### src/sv/usbreq_pkg.sv
// shared types, request codes and helpers for the standard request handler
// used by usbreq_cfg, usbreq_decode and usb_standard_request_handler
package usbreq_pkg;

	// response kinds
	typedef enum logic [1:0] {
		ACT_NONE  = 2'd0,
		ACT_ACK   = 2'd1,
		ACT_DATA  = 2'd2,
		ACT_STALL = 2'd3
	} action_t;

	// where a data-in stage takes its bytes from
	typedef enum logic [2:0] {
		SRC_DEVICE = 3'd0,
		SRC_CONFIG = 3'd1,
		SRC_STR0   = 3'd2,
		SRC_STR1   = 3'd3,
		SRC_STR2   = 3'd4,
		SRC_REPORT = 3'd5,
		SRC_INLINE = 3'd6
	} source_t;

	// configuration register indexes
	typedef enum logic [2:0] {
		CFG_DEVICE_DESC_LEN = 3'd0,
		CFG_CONFIG_DESC_LEN = 3'd1,
		CFG_STRING0_LEN     = 3'd2,
		CFG_STRING1_LEN     = 3'd3,
		CFG_STRING2_LEN     = 3'd4,
		CFG_REPORT_DESC_LEN = 3'd5,
		CFG_SELF_POWERED    = 3'd6
	} cfg_idx_t;

	localparam int CFG_IDX_W  = 3;
	localparam int CFG_DATA_W = 10;

	// bRequest codes
	localparam logic [7:0] REQ_GET_STATUS    = 8'h00;
	localparam logic [7:0] REQ_CLEAR_FEATURE = 8'h01;
	localparam logic [7:0] REQ_SET_FEATURE   = 8'h03;
	localparam logic [7:0] REQ_SET_ADDRESS   = 8'h05;
	localparam logic [7:0] REQ_GET_DESC      = 8'h06;
	localparam logic [7:0] REQ_GET_CONFIG    = 8'h08;
	localparam logic [7:0] REQ_SET_CONFIG    = 8'h09;
	localparam logic [7:0] REQ_GET_IFACE     = 8'h0a;
	localparam logic [7:0] REQ_SET_IFACE     = 8'h0b;

	// bmRequestType values
	localparam logic [7:0] RT_OUT_DEVICE  = 8'h00;
	localparam logic [7:0] RT_OUT_EP      = 8'h02;
	localparam logic [7:0] RT_IN_DEVICE   = 8'h80;
	localparam logic [7:0] RT_IN_IFACE    = 8'h81;
	localparam logic [7:0] RT_IN_EP       = 8'h82;

	// descriptor types in the high byte of wValue
	localparam logic [7:0] DESC_DEVICE = 8'h01;
	localparam logic [7:0] DESC_CONFIG = 8'h02;
	localparam logic [7:0] DESC_STRING = 8'h03;
	localparam logic [7:0] DESC_REPORT = 8'h22;

	localparam logic [15:0] FEAT_REMOTE_WAKEUP = 16'h0001;

	typedef struct packed {
		logic [7:0]  request_type;
		logic [7:0]  request_code;
		logic [15:0] value_field;
		logic [15:0] index_field;
		logic [15:0] length_field;
	} req_t;

	typedef struct packed {
		action_t    action;
		logic       handled;
		source_t    data_source;
		logic [9:0] data_len;
		logic [7:0] reply_byte0;
		logic [7:0] reply_byte1;
	} rsp_t;

	typedef struct packed {
		logic [6:0] address;
		logic [7:0] configuration;
		logic [7:0] alternate;
		logic       wakeup;
		logic       halt_ep0;
		logic       halt_ep1;
	} dev_state_t;

	typedef struct packed {
		logic [7:0] device_desc_len;
		logic [9:0] config_desc_len;
		logic [7:0] string0_len;
		logic [7:0] string1_len;
		logic [7:0] string2_len;
		logic [9:0] report_desc_len;
		logic       self_powered;
	} cfg_t;

	// smaller of the host's wLength and the source size
	function automatic logic [9:0] clamp_len(logic [15:0] req, logic [9:0] size);
		logic [9:0] res;
		if (req < {6'd0, size}) begin
			res = req[9:0];
		end else begin
			res = size;
		end
		return res;
	endfunction

endpackage

### src/sv/usbreq_cfg.sv
// configuration registers of the standard request handler
// depends on usbreq_pkg
module usbreq_cfg (
	input  logic                                   clk,
	input  logic                                   arst_n,
	input  logic                                   cfg_we,
	input  logic [usbreq_pkg::CFG_IDX_W-1:0]       cfg_index,
	input  logic [usbreq_pkg::CFG_DATA_W-1:0]      cfg_data,
	output usbreq_pkg::cfg_t                       cfg
);
	import usbreq_pkg::*;

	cfg_t cfg_q;

	always_ff @(posedge clk or negedge arst_n) begin
		if (!arst_n) begin
			cfg_q.device_desc_len <= 8'd18;
			cfg_q.config_desc_len <= 10'd34;
			cfg_q.string0_len     <= 8'd4;
			cfg_q.string1_len     <= 8'd0;
			cfg_q.string2_len     <= 8'd0;
			cfg_q.report_desc_len <= 10'd63;
			cfg_q.self_powered    <= 1'b0;
		end else if (cfg_we) begin
			unique case (cfg_idx_t'(cfg_index))
				CFG_DEVICE_DESC_LEN: cfg_q.device_desc_len <= cfg_data[7:0];
				CFG_CONFIG_DESC_LEN: cfg_q.config_desc_len <= cfg_data;
				CFG_STRING0_LEN:     cfg_q.string0_len     <= cfg_data[7:0];
				CFG_STRING1_LEN:     cfg_q.string1_len     <= cfg_data[7:0];
				CFG_STRING2_LEN:     cfg_q.string2_len     <= cfg_data[7:0];
				CFG_REPORT_DESC_LEN: cfg_q.report_desc_len <= cfg_data;
				CFG_SELF_POWERED:    cfg_q.self_powered    <= cfg_data[0];
				default: begin
					// writes beyond the register list are dropped
				end
			endcase
		end
	end

	assign cfg = cfg_q;

endmodule

### src/sv/usbreq_decode.sv
// request decode: response and next device state for one setup packet
// purely combinational; depends on usbreq_pkg
module usbreq_decode (
	input  usbreq_pkg::req_t       req,
	input  usbreq_pkg::dev_state_t cur,
	input  usbreq_pkg::cfg_t       cfg,
	output usbreq_pkg::rsp_t       rsp,
	output usbreq_pkg::dev_state_t nxt
);
	import usbreq_pkg::*;

	logic ep_is0;
	logic setv;

	assign ep_is0 = (req.index_field[3:0] == 4'd0);
	assign setv   = (req.request_code == REQ_SET_FEATURE);

	always_comb begin
		rsp.action      = ACT_NONE;
		rsp.handled     = 1'b1;
		rsp.data_source = SRC_DEVICE;
		rsp.data_len    = 10'd0;
		rsp.reply_byte0 = 8'd0;
		rsp.reply_byte1 = 8'd0;
		nxt             = cur;

		unique case (req.request_code)
			REQ_GET_STATUS: begin
				if (req.request_type == RT_IN_DEVICE ||
				    req.request_type == RT_IN_IFACE ||
				    req.request_type == RT_IN_EP) begin
					rsp.action      = ACT_DATA;
					rsp.data_source = SRC_INLINE;
					rsp.data_len    = clamp_len(req.length_field, 10'd2);
					if (req.request_type == RT_IN_DEVICE) begin
						rsp.reply_byte0 = {6'd0, cur.wakeup, cfg.self_powered};
					end else if (req.request_type == RT_IN_EP) begin
						rsp.reply_byte0 = {7'd0, ep_is0 ? cur.halt_ep0 : cur.halt_ep1};
					end
				end else begin
					rsp.action  = ACT_STALL;
					rsp.handled = 1'b0;
				end
			end
			REQ_CLEAR_FEATURE, REQ_SET_FEATURE: begin
				if (req.request_type == RT_OUT_DEVICE) begin
					if (req.value_field == FEAT_REMOTE_WAKEUP) begin
						nxt.wakeup = setv;
						rsp.action = ACT_ACK;
					end else begin
						rsp.action = ACT_STALL;
					end
				end else if (req.request_type == RT_OUT_EP) begin
					if (ep_is0) begin
						nxt.halt_ep0 = setv;
					end else begin
						nxt.halt_ep1 = setv;
					end
					rsp.action = ACT_ACK;
				end
			end
			REQ_SET_ADDRESS: begin
				nxt.address = req.value_field[6:0];
				rsp.action  = ACT_ACK;
			end
			REQ_GET_DESC: begin
				unique case (req.value_field[15:8])
					DESC_DEVICE: begin
						rsp.action      = ACT_DATA;
						rsp.data_source = SRC_DEVICE;
						rsp.data_len    = clamp_len(req.length_field,
							{2'd0, cfg.device_desc_len});
					end
					DESC_CONFIG: begin
						rsp.action      = ACT_DATA;
						rsp.data_source = SRC_CONFIG;
						rsp.data_len    = clamp_len(req.length_field, cfg.config_desc_len);
					end
					DESC_STRING: begin
						rsp.action = ACT_DATA;
						unique case (req.value_field[7:0])
							8'd0: begin
								rsp.data_source = SRC_STR0;
								rsp.data_len    = clamp_len(req.length_field,
									{2'd0, cfg.string0_len});
							end
							8'd1: begin
								rsp.data_source = SRC_STR1;
								rsp.data_len    = clamp_len(req.length_field,
									{2'd0, cfg.string1_len});
							end
							8'd2: begin
								rsp.data_source = SRC_STR2;
								rsp.data_len    = clamp_len(req.length_field,
									{2'd0, cfg.string2_len});
							end
							default: begin
								// unknown string: empty inline reply
								rsp.data_source = SRC_INLINE;
							end
						endcase
					end
					DESC_REPORT: begin
						rsp.action      = ACT_DATA;
						rsp.data_source = SRC_REPORT;
						rsp.data_len    = clamp_len(req.length_field, cfg.report_desc_len);
					end
					default: begin
						rsp.action  = ACT_STALL;
						rsp.handled = 1'b0;
					end
				endcase
			end
			REQ_GET_CONFIG: begin
				rsp.action      = ACT_DATA;
				rsp.data_source = SRC_INLINE;
				rsp.reply_byte0 = cur.configuration;
				rsp.data_len    = clamp_len(req.length_field, 10'd1);
			end
			REQ_SET_CONFIG: begin
				nxt.configuration = req.value_field[7:0];
				rsp.action        = ACT_ACK;
			end
			REQ_GET_IFACE: begin
				rsp.action      = ACT_DATA;
				rsp.data_source = SRC_INLINE;
				rsp.reply_byte0 = cur.alternate;
				rsp.data_len    = clamp_len(req.length_field, 10'd1);
			end
			REQ_SET_IFACE: begin
				nxt.alternate = req.value_field[7:0];
				rsp.action    = ACT_ACK;
			end
			default: begin
				rsp.action  = ACT_STALL;
				rsp.handled = 1'b0;
			end
		endcase
	end

endmodule

### src/sv/usb_standard_request_handler.sv
// top level of the usb standard request handler: setup item register,
// decode, result register and device state; depends on usbreq_pkg,
// usbreq_cfg and usbreq_decode
//
// Takes one decoded setup packet per item and returns exactly one result item:
// nothing, a status acknowledge, a data-in stage (descriptor or up to two inline
// bytes, length clamped to wLength and the source size) or a stall of
// endpoint zero. An accepted item is held in the setup register and passes
// through the decode into the result register once that register is empty
// or drains; the result is then valid and can be taken at an edge where
// rsp_stall is low. The device state (address, configuration, alternate
// setting, remote wakeup, halt flags) is updated at the same edge as the
// result register. One item can be accepted every cycle while req_stall is low; the result register
// and the setup register together let a new item in while a finished result
// still waits, and req_stall rises only when both are full and rsp_stall
// holds the result.
// Configuration registers (sizes and self powered bit) are written through
// cfg_we/cfg_index/cfg_data and should be changed only while no item is in
// flight. The state fields of a result show the device state after that item.
module usb_standard_request_handler (
	input  logic        clk,
	input  logic        arst_n,

	// configuration write port
	input  logic                                  cfg_we,
	input  logic [usbreq_pkg::CFG_IDX_W-1:0]      cfg_index,
	input  logic [usbreq_pkg::CFG_DATA_W-1:0]     cfg_data,

	// setup item channel
	input  logic        req_valid,
	output logic        req_stall,
	input  logic [7:0]  request_type,
	input  logic [7:0]  request_code,
	input  logic [15:0] value_field,
	input  logic [15:0] index_field,
	input  logic [15:0] length_field,

	// result item channel
	output logic        rsp_valid,
	input  logic        rsp_stall,
	output logic [1:0]  action,
	output logic        handled,
	output logic [2:0]  data_source,
	output logic [9:0]  data_len,
	output logic [7:0]  reply_byte0,
	output logic [7:0]  reply_byte1,
	output logic [6:0]  device_address,
	output logic [7:0]  current_configuration,
	output logic        remote_wakeup_enabled,
	output logic        ep0_halted,
	output logic        ep1_halted
);
	import usbreq_pkg::*;

	cfg_t       cfg;
	req_t       req_s1;
	logic       valid_s1;
	rsp_t       rsp_s2;
	logic       valid_s2;
	dev_state_t state_q;
	rsp_t       rsp_d;
	dev_state_t state_d;
	logic       load_s1;
	logic       adv_s1;

	usbreq_cfg u_cfg (
		.clk       (clk),
		.arst_n    (arst_n),
		.cfg_we    (cfg_we),
		.cfg_index (cfg_index),
		.cfg_data  (cfg_data),
		.cfg       (cfg)
	);

	usbreq_decode u_decode (
		.req (req_s1),
		.cur (state_q),
		.cfg (cfg),
		.rsp (rsp_d),
		.nxt (state_d)
	);

	// setup register moves on when the result register is empty or drains
	assign adv_s1    = valid_s1 && (!valid_s2 || !rsp_stall);
	assign req_stall = valid_s1 && valid_s2 && rsp_stall;
	assign load_s1   = req_valid && !req_stall;

	// setup item register
	always_ff @(posedge clk or negedge arst_n) begin
		if (!arst_n) begin
			valid_s1 <= 1'b0;
		end else if (load_s1) begin
			valid_s1 <= 1'b1;
		end else if (adv_s1) begin
			valid_s1 <= 1'b0;
		end
	end

	always_ff @(posedge clk) begin
		if (load_s1) begin
			req_s1.request_type <= request_type;
			req_s1.request_code <= request_code;
			req_s1.value_field  <= value_field;
			req_s1.index_field  <= index_field;
			req_s1.length_field <= length_field;
		end
	end

	// result register
	always_ff @(posedge clk or negedge arst_n) begin
		if (!arst_n) begin
			valid_s2 <= 1'b0;
		end else if (adv_s1) begin
			valid_s2 <= 1'b1;
		end else if (!rsp_stall) begin
			valid_s2 <= 1'b0;
		end
	end

	always_ff @(posedge clk) begin
		if (adv_s1) begin
			rsp_s2 <= rsp_d;
		end
	end

	// device state, committed as the item enters the result register
	always_ff @(posedge clk or negedge arst_n) begin
		if (!arst_n) begin
			state_q <= '0;
		end else if (adv_s1) begin
			state_q <= state_d;
		end
	end

	assign rsp_valid   = valid_s2;
	assign action      = rsp_s2.action;
	assign handled     = rsp_s2.handled;
	assign data_source = rsp_s2.data_source;
	assign data_len    = rsp_s2.data_len;
	assign reply_byte0 = rsp_s2.reply_byte0;
	assign reply_byte1 = rsp_s2.reply_byte1;

	// state only changes together with a result load, so the live state
	// is the state after the item now held in the result register
	assign device_address        = state_q.address;
	assign current_configuration = state_q.configuration;
	assign remote_wakeup_enabled = state_q.wakeup;
	assign ep0_halted            = state_q.halt_ep0;
	assign ep1_halted            = state_q.halt_ep1;

	// device state moves only when an item passes into the result register
	a_state_hold: assert property (@(posedge clk) disable iff (!arst_n)
		!adv_s1 |=> $stable(state_q))
		else $error("device state changed without an item");

	// the input side is held back only with both registers full
	a_stall_full: assert property (@(posedge clk) disable iff (!arst_n)
		req_stall |-> (valid_s1 && valid_s2))
		else $error("setup channel stalled with room to spare");

	// an item leaving the setup register is always shown next cycle
	a_adv_shown: assert property (@(posedge clk) disable iff (!arst_n)
		adv_s1 |=> rsp_valid)
		else $error("advanced item not presented");

	// no data stage means no length, source or reply bytes
	a_no_data: assert property (@(posedge clk) disable iff (!arst_n)
		(rsp_valid && rsp_s2.action != ACT_DATA) |->
			(data_len == 10'd0 && data_source == SRC_DEVICE &&
			 reply_byte0 == 8'd0 && reply_byte1 == 8'd0))
		else $error("data fields set without a data stage");

endmodule
### config.mk
export PLATFORM = sky130hd
export DESIGN_NAME = usb_standard_request_handler
export DESIGN_NICKNAME = d
export VERILOG_FILES = /design/src/sv/usbreq_pkg.sv /design/src/sv/usbreq_cfg.sv /design/src/sv/usbreq_decode.sv /design/src/sv/usb_standard_request_handler.sv
export SDC_FILE = /design/constraint.sdc
export NUM_CORES = 1
export LEC_CHECK = 0
export ABC_CLOCK_PERIOD_IN_PS = 4950
export BUFFER_PORTS_ARGS = -buffer_cell sky130_fd_sc_hd__buf_2
export CORE_ASPECT_RATIO = 1.25
export CORE_MARGIN = 5
export CORE_UTILIZATION = 61
export DETAILED_ROUTE_END_ITERATION = 12
export PLACE_DENSITY = 0.85
export SLEW_MARGIN = 40
export SYNTH_ARGS = -nofsm -noshare
export SYNTH_HDL_FRONTEND = slang
export SYNTH_SLANG_ARGS = --single-unit
### constraint.sdc
create_clock -name clk -period 4.95 [get_ports clk]
set_input_delay 0.2475 -clock clk [delete_from_list [all_inputs] [get_ports clk]]
set_output_delay 0.2475 -clock clk [all_outputs]
set_load 0.02 [all_outputs]
* Word level (Yosys, flattened, before mapping)
Cells that the tools add are included.
** Storage, ports and cells
- Input bits :: 82
- Word-level logic and storage cells :: 125
- Register bits after elaboration :: 157
** Operators by class
- Multiplexer cells :: 30
- Equality and inequality tests :: 26
- Bitwise operators :: 2
- Magnitude comparators :: 8
- Reduce and logical (&&, ||, !) cells :: 34
** Operator list (count)
- two-way mux 10 bit :: 8
- less-than comparator 16 x 8 -> 1 bit :: 4
- case mux 13 bit (4 select lines) :: 1
- == test 8 x 2 -> 1 bit (second input constant) :: 5
- case mux 13 bit (3 select lines) :: 1
- == test 8 x 4 -> 1 bit (second input constant) :: 4
- less-than comparator 16 x 10 -> 1 bit :: 2
- case mux 10 bit (3 select lines) :: 1
- == test 8 x 1 -> 1 bit (second input constant) :: 3
- == test 8 bit (second input constant) :: 3
- zero test 8 bit :: 3
- case mux 8 bit (3 select lines) :: 1
- two-way mux 21 bit :: 1
- AND reduction 2 bit :: 10
- == test 16 x 1 -> 1 bit (second input constant) :: 1
- == test 8 x 3 -> 1 bit (second input constant) :: 2
- less-than comparator 16 x 1 -> 1 bit (second input constant) :: 1
- less-than comparator 16 x 2 -> 1 bit (second input constant) :: 1
- two-way mux 1 bit :: 11
- case mux 2 bit (5 select lines) :: 1
- AND reduction 5 bit :: 2
- == test 3 bit (second input constant) :: 3
- case mux 3 bit (3 select lines) :: 1
- == test 8 x 6 -> 1 bit (second input constant) :: 1
- other kinds (17) :: 29

* Longest topological paths before layout
- Depth in word-level cells :: 6
- Mapped depth :: 10

* Hierarchy
Synthesis repeated with hierarchy kept, for this count alone.
** Unflattened totals
- Cells, all modules :: 676
- Area total of the unflattened synthesis :: 8953.6 µm²
** Modules (own cells, without submodules)
- usb_standard_request_handler :: instances 1, area each 4152.7 µm², cells an instance 174
- usbreq_decode :: instances 1, area each 2750.1 µm², cells an instance 385
- usbreq_cfg :: instances 1, area each 2050.7 µm², cells an instance 117

* Worst setup path after synthesis
Ideal clock, no wire load.
- Path type :: reg2reg
- From :: register valid_s2, in the netlist rsp_valid
- To :: register state_q (netlist bit current_configuration[0])
- Data arrival time :: 3.010 ns
- Path slack :: 1.815 ns
- Path buffers :: 0
- Stages on the path, launching flop included :: 5
- Period minus slack after synthesis :: 3.135 ns
- Cell sequence :: dfrtp_1 > a21boi_1 > nand2_1 > nor4_2 > mux2_2
** Between the ends
- Cells in the longest elaborated chain, start to end :: 4
** Ends and longest elaborated chain
- start: declaration :: RTL line usb_standard_request_handler.sv:59 : logic valid_s2;
- start signal: assignment :: RTL line usb_standard_request_handler.sv:112 : valid_s2 <= 1'b0;
- start signal: assignment :: RTL line usb_standard_request_handler.sv:114 : valid_s2 <= 1'b1;
- start signal: assignment :: RTL line usb_standard_request_handler.sv:116 : valid_s2 <= 1'b0;
- zero test 1 bit :: RTL line usb_standard_request_handler.sv:84 : assign adv_s1 = valid_s1 && (!valid_s2 || !rsp_stall);
- logical OR 1 bit :: RTL line usb_standard_request_handler.sv:84
- logical AND 1 bit :: RTL line usb_standard_request_handler.sv:84
- named net adv_s1 :: RTL line usb_standard_request_handler.sv:64 : logic adv_s1;
- AND reduction 2 bit (no line)
- end signal: assignment :: RTL line usb_standard_request_handler.sv:131 : state_q <= state_d;
- end: declaration :: RTL line usb_standard_request_handler.sv:60 : dev_state_t state_q;
The timed path passes the listed nets, and every way through them passes these cells.
A chain may end at the register's enable or synchronous reset.

==> impl_metrics.json <==
{
  "number_of_endpoints_with_negative_hold_slack_in_the_final_report": 0,
  "tritoncts_num_sinks": 157,
  "intPower_w": 0.00257,
  "report.final.slew_viol_count": 0,
  "port-buffer-count": 113,
  "leakagePower_nw": 4.35,
  "detailroute.via_count": 6216,
  "endpoint_kind": "flip-flop",
  "crit_required_ns": 5.12,
  "power_w": 0.00352,
  "cts_tree": "yes",
  "layout-drive-gt1-share": 0.261,
  "timing.critical_path.slowest_stage_cell": "sky130_fd_sc_hd__edfxtp_1",
  "worstMarginPinSlew_ns": 0.754,
  "regArea_um2": 4320,
  "dominantRegCellSynth": "sky130_fd_sc_hd__edfxtp_1",
  "worstHoldPathType": "in -> reg",
  "synth_cells": 710,
  "io_pins": 134,
  "multiInputGateArea_um2": 3330,
  "outcome": "finished, final reports clean",
  "final_util": 0.750,
  "p_seq_frac": 0.468,
  "antenna_cells_inserted": 0,
  "critical_path.max_fanout": 11,
  "slew_headroom": 0.494,
  "grt_max_degree": 82,
  "ctsLongestPathBuffers": 2,
  "start_util": 0.616,
  "flow.area_growth_from_synthesis_pct": 21.8,
  "unrepaired_setup_endpoints_after_global_routing": "false",
  "async_reset_ff_frac": 0.516,
  "gp_congestion": 0.934,
  "final.setup_skew_ns": 0.00707,
  "rows": 47,
  "timing.max_cap.violations": 0,
  "worst-endpoint-arrival_ns": 3.24,
  "detail_route.drc_violations": 0,
  "synth_area_per_cell_um2": 11.4,
  "mappedNetlistArea_um2": 8070,
  "drt-total-wl_mm": 20.3,
  "highest_layer": "met4",
  "cp-start-kind": "flip-flop",
  "numPlacedInstances": 969,
  "grtUsageTotal": 0.266,
  "fin_tns_setup_ns": 0,
  "setup-violations-final": 0,
  "globalRoute.totalOverflow": 0,
  "wl_met3_mm": 1.40,
  "cp.buffers_inverters": 0,
  "grt_first_pass_wirelength_mm": 32.7,
  "wirelength_met1_mm": 7.41,
  "post_synth_num_cell_types": 61,
  "met2_length_mm": 10.9,
  "comb_pwr_share": 0.153,
  "post-dp-hpwl_mm": 13.8,
  "crit_path_max_incr_delay_ns": 0.60,
  "fin_nets": 996,
  "layoutNonFillerInstCount": 1052,
  "fp.dieH_um": 139,
  "warnings_from_yosys": 0,
  "timing.final.crit_period_ns": 3.07,
  "cts.clk_slew.worst_paths_ns": 0.06,
  "timing.final.crit_share": 0.620,
  "post_cts_buffers": 0,
  "design.core.area_um2": 13100,
  "route.detailed.wl_per_inst_um": 19.3,
  "die_area_um2": 15700,
  "cp_cell_sequence": "ha_1 -> nand2_1 -> nor3_1 -> a21oi_1 -> o21ai_2 -> mux2i_1 -> o22ai_1 -> a2111o_1",
  "clock_power_share": 0.379,
  "grt_antenna_before_repair": 0,
  "critical_path_class": "reg -> reg",
  "postRouteAntennaNets": 0,
  "vias_in_the_first_global_route": 6500,
  "hold_slack_ns": 0.0150,
  "synth.ff_latch_count": 157,
  "synth_edf_count": 76,
  "netSwitchingPower_w": 0.000948,
  "fp.dieW_um": 113,
  "first_iter_violations": 392,
  "count_of_tritonroute_iterations_in_the_first_routing_pass": 6,
  "path_delay_family": "compound AO/OA/AOI/OAI gates",
  "h-tree-depth": 4,
  "max_freq_mhz": 326,
  "postCtsResizedCells": 0,
  "n_fill_cell": 848,
  "power-per-cell-area_nw_per_um2": 358,
  "post_drt_via_cell_ratio": 5.91,
  "synth_seq_area_share": 0.535,
  "switching_share": 0.269,
  "cts_root_buffer": "sky130_fd_sc_hd__clkbuf_16",
  "cts_inserted_buffers": 17,
  "ir_drop_uv": 257,
  "later_pin_clock_latency_in_the_skew_report_ns": 0.43
}
==> power by group through the flow <==
stage               clock [W]  combinational [W]  sequential [W]
detailed placement          0           0.000495         0.00167
CTS                   0.00135           0.000532         0.00164
floorplan                   0           0.000346         0.00164
global route          0.00141           0.000611         0.00166
finish                0.00134           0.000538         0.00165
global placement            0           0.000460         0.00166
==> placed cells by master (no fill, tap or decap), types with 7 or more instances in the layout <==
cell                            synthesis  final
sky130_fd_sc_hd__nand4_1                7      7
sky130_fd_sc_hd__inv_1                 58     58
sky130_fd_sc_hd__dfrtp_1               70     70
sky130_fd_sc_hd__dlygate4sd3_1          0     51
sky130_fd_sc_hd__a21oi_1               25     25
sky130_fd_sc_hd__edfxtp_1              76     76
sky130_fd_sc_hd__buf_2                  4    112
sky130_fd_sc_hd__o21ai_0               56     56
sky130_fd_sc_hd__clkbuf_16              0     19
sky130_fd_sc_hd__ha_1                  46     46
sky130_fd_sc_hd__mux2i_1               25     25
sky130_fd_sc_hd__conb_1                 1      8
sky130_fd_sc_hd__nor3_1                11     11
sky130_fd_sc_hd__nand3_1               12     12
sky130_fd_sc_hd__a211oi_1               7      7
sky130_fd_sc_hd__nor3b_1                8      7
sky130_fd_sc_hd__nor2_1                55     55
sky130_fd_sc_hd__mux2_2                49     49
sky130_fd_sc_hd__o22ai_1                9      9
sky130_fd_sc_hd__dfstp_2               11     11
sky130_fd_sc_hd__nand2_1               64     64
==> cells in the mapped netlist (8+ instances only) <==
master | count | share of area
sky130_fd_sc_hd__edfxtp_1 | 76 | 0.28
sky130_fd_sc_hd__dfrtp_1 | 70 | 0.22
sky130_fd_sc_hd__nand2_1 | 64 | 0.030
sky130_fd_sc_hd__inv_1 | 58 | 0.027
sky130_fd_sc_hd__o21ai_0 | 56 | 0.035
sky130_fd_sc_hd__nor2_1 | 55 | 0.026
sky130_fd_sc_hd__mux2_2 | 49 | 0.068
sky130_fd_sc_hd__ha_1 | 46 | 0.071
sky130_fd_sc_hd__a21oi_1 | 25 | 0.015
sky130_fd_sc_hd__mux2i_1 | 25 | 0.031
sky130_fd_sc_hd__buf_4 | 23 | 0.021
sky130_fd_sc_hd__nand3_1 | 12 | 0.0074
sky130_fd_sc_hd__dfstp_2 | 11 | 0.036
sky130_fd_sc_hd__nor3_1 | 11 | 0.0068
sky130_fd_sc_hd__o22ai_1 | 9 | 0.0070
sky130_fd_sc_hd__clkbuf_1 | 8 | 0.0037
sky130_fd_sc_hd__nor3b_1 | 8 | 0.0074
==> logic make-up (layout without fill, tap and decap cells) <==
group                      after synthesis  in the layout  share of synthesized area
buffers and inverters                   96            260                     0.0581
AOI/OAI and AO/OA                      135            135                      0.105
DFF                                    157            157                      0.535
other                                    1              8                   0.000464
muxes                                   74             74                     0.0993
and+or+nand+nor                        201            201                      0.130
adders and majority gates               46             46                     0.0713
==> final cells by class <==
class | instances | area share
Timing Repair Buffer | 170 | 0.115
Clock inverter | 9 | 0.0101
Tap cell | 171 | 0.0218
Inverter | 58 | 0.0221
Multi-Input combinational cell | 464 | 0.339
Sequential cell | 157 | 0.440
Clock buffer | 23 | 0.0529
==> per-stage QoR <==
| stage | cell area [um^2] | worst slack, ns |
|---|---|---|
| 3_3_place_gp | 8690 | 2.01 |
| 4_1_cts | 9820 | 1.93 |
| 2_1_floorplan | 8100 | 1.81 |
| 5_1_grt | 9830 | 1.73 |
| 6_report | 9830 | 1.88 |
| 3_5_place_dp | 8700 | 1.95 |
==> final timing paths <==
check                                      endpoint            start  cells past startpoint  slack, ns
max in group asynchronous  current_configuration[7]           arst_n                      2       4.04
min reg2reg                               rsp_valid         valid_s1                      1       0.49
min in group asynchronous              u_cfg.cfg[9]           arst_n                      2       0.42
min                                      req_s1[43]  value_field[11]                      1       0.01
max reg2reg                             data_len[6]        req_s1[7]                      8       1.88
max                                     data_len[6]        req_s1[7]                      8       1.88
==> routing by layer <==
metal,track usage,up-vias
li1,-,2868
met3,0.0681,54
met4,0.106,0
met1,0.303,3034
met5,0,-
met2,0.473,260
==> registers in the layout, indices dropped and copies added (netlist names), 2 cells and up <==
| signal | cells |
|---|---|
| reply_byte0 | 8 |
| data_len | 10 |
| u_cfg.cfg | 53 |
| req_s1 | 52 |
| state_q | 8 |
| data_source | 3 |
| current_configuration | 8 |
| action | 2 |
| device_address | 7 |
==> repair_timing <==
action                                 in CTS  in global routing
setup endpoints to repair                   0                  0
hold buffers                               50                  1
endpoints found under the hold margin     119                  1
(Power assumes the default switching activity.)
